`src/hdl/assert_macros.svh`:
```
// Assertion macros shared by the clustering unit RTL.
// Needs clk_i and rst_ni in the scope of each use.
`ifndef ASSERT_MACROS_SVH
`define ASSERT_MACROS_SVH

// A property that must hold at every clock edge outside reset.
`define TSCU_ASSERT(name, prop, msg) \
  name: assert property (@(posedge clk_i) disable iff (!rst_ni) prop) else $error(msg);

// A condition that must never be seen outside reset.
`define TSCU_ASSERT_NEVER(name, cond, msg) \
  name: assert property (@(posedge clk_i) disable iff (!rst_ni) !(cond)) else $error(msg);

`endif

```
`src/hdl/tscu_pkg.sv`:
```
// Package of the threshold subcluster clustering unit.
// Holds sizes, codes and the divider request type; depends on nothing.
`default_nettype none

package tscu_pkg;

  localparam int MAX_SUB    = 16;
  localparam int DIMS       = 4;
  localparam int COORD_BITS = 16;
  localparam int IDX_W      = 4;
  localparam int DIM_W      = 2;
  localparam int LIVE_W     = 5;
  localparam int CNT_W      = 32;
  localparam int SUM_W      = 48;
  localparam int DIST_W     = 34;
  localparam int THR_W      = 16;
  localparam int LIM_W      = 4;
  localparam int NDIM_W     = 3;
  localparam int CFG_IDX_W  = 2;
  localparam int ADDR_W     = IDX_W + DIM_W;

  typedef enum logic [1:0] {
    ACT_CLEAR  = 2'd0,
    ACT_INSERT = 2'd1,
    ACT_LABEL  = 2'd2
  } action_e;

  localparam logic [CFG_IDX_W-1:0] CFG_THRESHOLD    = 2'd0;
  localparam logic [CFG_IDX_W-1:0] CFG_BRANCH_LIMIT = 2'd1;
  localparam logic [CFG_IDX_W-1:0] CFG_DIMS_USED    = 2'd2;

  localparam logic [THR_W-1:0]  THRESHOLD_RST    = 16'd256;
  localparam logic [LIM_W-1:0]  BRANCH_LIMIT_RST = 4'd15;
  localparam logic [NDIM_W-1:0] DIMS_USED_RST    = 3'd4;

  typedef struct packed {
    logic                    start;
    logic signed [SUM_W-1:0] dividend;
    logic [CNT_W-1:0]        divisor;
  } div_req_t;

endpackage

`default_nettype wire

```
`src/hdl/tscu_div.sv`:
```
// Restoring divider, one quotient bit per cycle, for centroid = sum / count.
// Truncates toward zero and clamps to the coordinate range; uses tscu_pkg.
`default_nettype none

module tscu_div (
  input  logic                                      clk_i,
  input  logic                                      rst_ni,
  input  tscu_pkg::div_req_t                        req_i,
  output logic                                      done_o,
  output logic signed [tscu_pkg::COORD_BITS-1:0]    quot_o
);

  localparam int STEP_W = $clog2(tscu_pkg::SUM_W);

  logic                          busy_q, done_q, neg_q;
  logic [STEP_W-1:0]             step_q;
  logic [tscu_pkg::CNT_W:0]      rem_q;
  logic [tscu_pkg::SUM_W-1:0]    quo_q;
  logic [tscu_pkg::CNT_W-1:0]    den_q;

  logic [tscu_pkg::CNT_W:0]      rem_sh;
  logic                          ge;
  logic [tscu_pkg::SUM_W-1:0]    mag;

  assign rem_sh = {rem_q[tscu_pkg::CNT_W-1:0], quo_q[tscu_pkg::SUM_W-1]};
  assign ge     = rem_sh >= {1'b0, den_q};
  assign mag    = req_i.dividend[tscu_pkg::SUM_W-1] ? tscu_pkg::SUM_W'(-req_i.dividend)
                                                    : tscu_pkg::SUM_W'(req_i.dividend);

  always_ff @(posedge clk_i or negedge rst_ni) begin
    if (!rst_ni) begin
      busy_q <= 1'b0;
      done_q <= 1'b0;
      step_q <= '0;
    end else begin
      done_q <= 1'b0;
      if (req_i.start) begin
        busy_q <= 1'b1;
        step_q <= STEP_W'(tscu_pkg::SUM_W - 1);
      end else if (busy_q) begin
        step_q <= step_q - 1'b1;
        if (step_q == '0) begin
          busy_q <= 1'b0;
          done_q <= 1'b1;
        end
      end
    end
  end

  always_ff @(posedge clk_i) begin
    if (req_i.start) begin
      rem_q <= '0;
      quo_q <= mag;
      den_q <= req_i.divisor;
      neg_q <= req_i.dividend[tscu_pkg::SUM_W-1];
    end else if (busy_q) begin
      rem_q <= ge ? rem_sh - {1'b0, den_q} : rem_sh;
      quo_q <= {quo_q[tscu_pkg::SUM_W-2:0], ge};
    end
  end

  // The magnitude of the most negative coordinate is one above the largest positive.
  always_comb begin
    if (neg_q) begin
      if (quo_q > tscu_pkg::SUM_W'(2 ** (tscu_pkg::COORD_BITS - 1))) begin
        quot_o = {1'b1, {(tscu_pkg::COORD_BITS-1){1'b0}}};
      end else begin
        quot_o = -$signed(quo_q[tscu_pkg::COORD_BITS-1:0]);
      end
    end else begin
      if (quo_q > tscu_pkg::SUM_W'(2 ** (tscu_pkg::COORD_BITS - 1) - 1)) begin
        quot_o = {1'b0, {(tscu_pkg::COORD_BITS-1){1'b1}}};
      end else begin
        quot_o = $signed(quo_q[tscu_pkg::COORD_BITS-1:0]);
      end
    end
  end

  assign done_o = done_q;

endmodule

`default_nettype wire

```
`config.mk`:
```
export PLATFORM = sky130hd
export DESIGN_NAME = tscu_div
export DESIGN_NICKNAME = d
export VERILOG_FILES = /design/src/hdl/assert_macros.svh /design/src/hdl/tscu_pkg.sv /design/src/hdl/tscu_div.sv
export SDC_FILE = /design/constraint.sdc
export NUM_CORES = 1
export LEC_CHECK = 0
export BUFFER_PORTS_ARGS = -buffer_cell sky130_fd_sc_hd__buf_2
export CAP_MARGIN = 20
export CORE_MARGIN = 3
export CORE_UTILIZATION = 45
export DETAILED_ROUTE_END_ITERATION = 7
export PLACE_DENSITY = 0.72
export SLEW_MARGIN = 20
export SYNTH_ARGS = -nofsm -noshare
export SYNTH_HDL_FRONTEND = slang
export SYNTH_SLANG_ARGS = --single-unit
```
`constraint.sdc`:
```
create_clock -name clk_i -period 3.05 [get_ports clk_i]
set_input_delay 0.1525 -clock clk_i [delete_from_list [all_inputs] [get_ports clk_i]]
set_output_delay 0.1525 -clock clk_i [all_outputs]
set_load 0.02 [all_outputs]
```
==> impl_results.md, run 1 <==
* Post-synth EDFFs at 81
* Failing checks: negative setup slack
* GRT Total Usage at 0.203
* Max_cap viols at 0
* Total iterations of the first detailed-routing run at 5
* Starting Density at 0.464
* Max frequency at 277 MHz
* Die area at 19600 um^2
* Fin crit share at 1.19
* Total power at 4870 uW
* First-pass GRT wire length at 33400 um
* Pins Over Slew Limit at 0
* CTS tree: built
* Gr ovfl total at 0
* Port Buffer Count at 99
* Setup Skew at just over 0.01 ns
* Result of the run: complete, but fails checks
* RSZ-0062 raised after global routing: true
* Final GP Congestion at 0.896
* Worst Path Arrival at 3.46 ns
* Netlist cell types at between 60 and 70
* Share of layout cells above drive strength 1 at 0.269
* Top post-synthesis cells by count: 91 x nor2_1, 88 x a21oi_1, 81 x edfxtp_1
* R2R Setup Slk at roughly 0.03 ns
* Final core utilization at 0.613
* Initial DRC Count at 445
* Syn avg cell area at roughly 9.1 um^2
* Via count at 7353
* Leakage at 0.00455 uW
* #FFs+latches synth at 121
* Vias per cell at 5.57
* Headroom to the max-slew limit at 0.570
* R2r endpoint: rem_q[23]
* NumNets Final at around 1.2k
* Worst endpoint required time at between 2 and 3 ns
* FFs w/ async S/R, synth at 0.0661
* CTS root buffer: clkbuf_16
* Die height at 140 um
* Crit. End Element: output pin
* Critical R2R Launch: den_q[4]
* Gate Count Post-Synth at 891
* Final Hold Fails at 0
* Syn Std Cell Area at 8080 um^2
* Die X at 140 um
* Final HPWL DP at 13800 um
* Clk_lat worst skew at ~0.42 ns
* Slew @ Worst Pin at 0.644 ns
* Worst vdd ir at 0.561 mV
* Most common cell in the netlist: nor2_1
* Antenna viol nets, final at 0
* Clk slew on worst S/H paths at 0.06 ns
* Sequential share of the synthesized area at 0.405
* Critical path peak fanout at 3
* Setup-failing EPs final at 14
* Vias in the first global route at 6998
* PwrDens at 456 nW/um^2
* Total CTS buffers at 17
* Worst setup SP type: flop
* Largest cells by area after synthesis: edfxtp_1 30%, dfxtp_1 7.9%, ha_1 5.6%
* Wire per inst at about 15 um
* Layout area overhead at 32.2%
* Tmin final at between 3 and 4 ns
* Clock Path Buffers at 2
* Initial antenna violation count at 0
* Post-synth top area share at 0.301
* Syn Nets at 1011
* Cell taking the most area after synthesis: edfxtp_1
* # IOs at 100
* Clk sink count at 121
* Core area at 17400 um^2
* # rows at 48
* Largest net degree at the start of global routing at 136
* Cells after DPL at 1240
* R2R cell count at 14
* Ys flop type: edfxtp_1
* Setup CP Type: flop to output pin
* Min-Delay Path Class: primary input to async pin
* Final worst slack at -0.566 ns
* H-Tree Depth at 4
* Yosys warnings at 0
* DRC violations left at 0
* Routed WL at 20500 um
* Post-Layout Cell Count at 1321
* Ant diodes at 0
-- final cells by class --
cell class	instances	area [um^2]
clock buffer	21	440
sequential	121	3270
tap	225	282
clock inverter	11	176
inverter	58	218
multi-input combinational	667	4740
fill	1500	6730
timing repair buffer	218	1560
-- layer usage --
| metal | wire length [um] | global-route usage | part of all wire |
|---|---|---|---|
| met1 | 9080 | 0.268 | 0.44 |
| met2 | 10200 | 0.340 | 0.50 |
| met4 | 320 | 0.0566 | 0.016 |
| met5 | 0 | 0 | 0 |
| met3 | 894 | 0.0423 | 0.044 |
-- logic make-up (layout without fill, tap and decap cells) --
logic type / count (synthesis) / after routing / synth area share
mux: 23 / 23 / 0.0311
simple gates: 276 / 276 / 0.167
fa+ha+maj: 37 / 37 / 0.0582
flops: 121 / 121 / 0.405
xor+xnor: 76 / 76 / 0.0824
compound gates: 255 / 255 / 0.208
buf+inv: 103 / 308 / 0.0482
-- what timing repair did --
| action | CTS | global route |
|---|---|---|
| hold buffers | 33 | 0 |
| buffers inserted | 3 | 11 |
| endpoints found under the setup margin | 31 | 49 |
| endpoints found under the hold margin | 40 | 0 |
| gates resized for setup | 16 | 73 |
| pin swaps | 6 | 19 |
| gates cloned | 0 | 3 |
-- per-stage QoR --
step | setup slack [ns] | TNS (ns) | hold slack (ns) | cell area, um^2
2_1_floorplan | -0.197 | -1.62 | -0.143 | 8080
3_3_place_gp | -0.184 | -0.304 | 0.000452 | 9240
3_5_place_dp | -0.193 | -1.22 | 0.0103 | 9240
4_1_cts | -0.574 | -5.28 | 0.115 | 10300
5_1_grt | -0.686 | -8.95 | 0.139 | 10700
6_report | -0.566 | -5.84 | 0.128 | 10700
-- placed cells by master (no fill, tap or decap), types with 31 or more instances in the layout --
cell type	count
buf_2	96
nor2_1	90
a21oi_1	83
edfxtp_1	81
buf_4	79
nand2_1	70
inv_1	55
xor2_1	45
o21ai_0	33
dlygate4sd3_1	33
dfxtp_1	32
xnor2_1	31
-- worst max-delay path by stage --
stage	from	to	slack [ns]	cells after the start
global placement	quo_q[0]	quot_o[15]	-0.18	10
floorplan	quo_q[1]	quot_o[11]	-0.20	10
detailed placement	quo_q[0]	quot_o[15]	-0.19	10
CTS	quo_q[2]	quot_o[15]	-0.57	10
global route	quo_q[0]	quot_o[8]	-0.69	12
finish	quo_q[2]	quot_o[15]	-0.57	10
-- worst max-delay path, cell delays in order, from the launching register on --
cell,delay (ns)
edfxtp_1,0.39
or3_4,0.40
or3_4,0.34
or3_4,0.34
or3_4,0.34
or3_4,0.34
or3_4,0.36
nor3_4,0.12
xnor2_1,0.09
o21a_2,0.20
buf_6,0.13
-- flip-flops by register name (all words and copies together), names as in the netlist --
| register | count |
|---|---|
| neg_q | 1 |
| step_q | 6 |
| rem_q | 32 |
| quo_q | 48 |
| done_o | 1 |
| busy_q | 1 |
| den_q | 32 |
-- report_power, final --
group          internal [uW]  switching [uW]  total, uW
Clock                   1430             707       2140
Combinational            354             400        754
Sequential              1900            78.6       1980
Total                   3690            1190       4870
Power figures use the tool's default switching activity.
==> run 2, diff against run 1 <==
--- a/config.mk
+++ b/config.mk
@@ -10,7 +10,7 @@
 export CORE_MARGIN = 3
 export CORE_UTILIZATION = 45
 export DETAILED_ROUTE_END_ITERATION = 7
-export PLACE_DENSITY = 0.72
+export PLACE_DENSITY = 0.67
 export SLEW_MARGIN = 20
 export SYNTH_ARGS = -nofsm -noshare
 export SYNTH_HDL_FRONTEND = slang
==> run 2 against run 1 <==
Design area shrank 2.4%. Hold slack gained 0.0067 ns. The run still ends with negative setup slack left. Count of clock-buffer cells in the layout grew 3. Global-route usage grew 0.13 points. Largest power group is now registers. Critical path depth is the same. Sequential cell count is the same. Non-clock buffer count shrank 6. Sequential share of layout area grew 0.75 points.
==> impl_results.md, run 2 (same netlist as run 1, synthesis figures left out) <==
* Result of the run: complete, but fails checks
* Failing checks: negative setup slack
* # IOs at 100 (unchanged)
* Setup CP Type: flop to output pin
* Headroom to the max-slew limit at 0.482 (-0.0881)
* First-pass GRT wire length at 33600 um (+0.66%)
* Slowest cell on crit path: edfxtp_1
* Crit. End Element: output pin
* Largest regs: quo_q x48, den_q x32, rem_q x32
* Clk_lat worst skew at 0.43 ns (about the same)
* Sw frac at 0.262 (+0.0191)
* Total CTS buffers at 17 (unchanged)
* Fill cell count at 1530 (+2.0%)
* Port Buffer Count at 99 (unchanged)
* GRT Total Usage at 0.204 (+0.00134)
* Via count at 7188 (-2.2%)
* Worst Path Arrival at 3.45 ns (about the same)
* PwrDens at 439 nW/um^2 (-3.6%)
* Antenna viol nets, final at 0 (unchanged)
* Worst setup SP type: flop
* Slew @ Worst Pin at 0.777 ns (+0.132 ns)
* Min Hold Slack at 0.135 ns (+0.00668 ns)
* CTS tree: built
* Sequential share of power at 0.433 (+0.027)
* Setup TNS at -6.32 ns (-0.471 ns)
* CP most frequent cell: or3_4
* Setup Skew at 0.0101 ns (-0.0000496 ns)
* Fin crit share at 1.18 (-0.00417)
* H-Tree Depth at 4 (unchanged)
* Commonest non-fill, non-tap cells in the layout: 91 x nor2_1, 91 x buf_2, 84 x buf_4
* Total iterations of the first detailed-routing run at 4 (-1)
* RSZ-0062 raised after global routing: true
* P_int at 3380 uW (-8.3%)
* Layout area overhead at 29.1%
* Final HPWL DP at 13800 um (about the same)
* Combinational share of power at 0.159 (+0.004)
* Min-Delay Path Class: primary input to flop
* Top reg by flops: quo_q
* Leakage at 0.00447 uW (-1.9%)
* DRC violations left at 0 (unchanged)
* Starting Density at 0.464 (unchanged)
* Initial DRC Count at 362 (-19%)
* Die X at 140 um (unchanged)
* Max reg flops at 48 (unchanged)
* Clk slew on worst S/H paths at 0.06 ns (about the same)
* Gr ovfl total at 0 (unchanged)
* Final GP Congestion at 0.882 (-1.6%)
* Routed WL at 19900 um (-2.8%)
* Clk sink count at 121 (unchanged)
* Pins Over Slew Limit at 0 (unchanged)
* Final Hold Fails at 0 (unchanged)
* Tmin final at 3.60 ns (-0.0127 ns)
* Share of layout cells above drive strength 1 at 0.255 (-0.0141)
* Max_cap viols at 0 (unchanged)
* CP Cell Sequence: or3_4, or3_4, or3_4, or3_4, or3_4, or3_4, nor3_2, xnor2_1, o21a_2, buf_6
* Largest net degree at the start of global routing at 79 (-42%)
* Die height at 140 um (unchanged)
* Biggest cell delay along the critical path at 0.40 ns (about the same)
* Vias per cell at 5.47 (-1.8%)
* Final worst slack at -0.554 ns (+0.0127 ns)
* Ant diodes at 0 (unchanged)
* Vias in the first global route at 7119 (+1.7%)
* CTS root buffer: clkbuf_16
* Setup-failing EPs final at 14 (unchanged)
* Power share of the clock group at 0.408 (-0.031)
* # rows at 48 (unchanged)
* Core area at 17400 um^2 (unchanged)
* Critical path peak fanout at 3 (unchanged)
* Worst vdd ir at 0.604 mV (+7.7%)
* Wire per inst at 15.1 um (-2.4%)
* Die area at 19600 um^2 (unchanged)
* Worst endpoint required time at 2.90 ns (about the same)
* NumNets Final at 1197 (-0.50%)
* Sw power at 1200 uW (+1.5%)
* Max frequency at 277 MHz (+0.35%)
* Clock Path Buffers at 2 (unchanged)
* Initial antenna violation count at 0 (unchanged)
[run 2: cell count changes in the layout (fill, tap and decap cells not counted), sizes merged]
cell      before  now
clkinvlp       1    3
buf          184  179
clkbuf        22   24
bufinv         5    1
clkinv         5    4
[run 2: what timing repair did]
item,4_1_cts,5_1_grt
endpoints found under the setup margin,29,49
cloned,0,1
hold endpoints to repair,40,0
hold buffers,33,0
gates resized for setup,15,60
buffers inserted,4,5
pin swaps,4,10
[run 2: metrics by stage]
step                total power, uW  cell area (um^2)   util  cells  worst slack (ns)
CTS                            4560             10200  0.585   1309            -0.581
global placement               2650              9240  0.530   1240            -0.171
detailed placement             2650              9240  0.530   1240            -0.183
floorplan                      2380              8080      -    891            -0.197
finish                         4580             10400  0.599   1315            -0.554
global route                   4770             10400  0.599   1315            -0.669
[run 2: path summary, 6_finish.rpt]
check | endpoint | cells past startpoint | slack [ns] | from
max | quot_o[15] | 10 | -0.55 | quo_q[0]
min | neg_q | 1 | 0.13 | req_i[79]
max reg2reg | rem_q[29] | 12 | 0.17 | den_q[1]
min reg2reg | rem_q[29] | 2 | 0.50 | rem_q[29]
max in group asynchronous | busy_q | 2 | 2.73 | rst_ni
min in group asynchronous | step_q[1] | 2 | 0.14 | rst_ni
[run 2: metal layers]
metal,global-route usage,up-vias,part of all wire
met4,0.0505,0,0.0080
met2,0.351,164,0.49
met3,0.0382,14,0.042
met5,0,-,0
li1,-,3637,-
met1,0.267,3373,0.46
[run 2: area by class of cell]
cell class / count / area (um^2) / area share
Inverter: 58 / 218 / 0.0209
Multi-Input combinational cell: 667 / 4650 / 0.446
Tap cell: 225 / 282 / 0.0270
Sequential cell: 121 / 3270 / 0.314
Timing Repair Buffer: 212 / 1470 / 0.141
Clock buffer: 24 / 462 / 0.0443
Clock inverter: 8 / 76.3 / 0.00732
[run 2: power groups by stage]
| stage | combinational (uW) | clock (uW) | sequential, uW |
|---|---|---|---|
| 6_report | 728 | 1870 | 1990 |
| 5_1_grt | 811 | 1960 | 2000 |
| 4_1_cts | 690 | 1890 | 1980 |
| 3_5_place_dp | 642 | 0 | 2010 |
| 3_3_place_gp | 637 | 0 | 2010 |
| 2_1_floorplan | 399 | 0 | 1980 |
[run 2: critical path: cells and delay by family (launching register included)]
kind,cells,cell delay (ns)
simple gates,7,2.22
flops,1,0.40
compound gates,1,0.20
buf+inv,1,0.12
xor+xnor,1,0.08
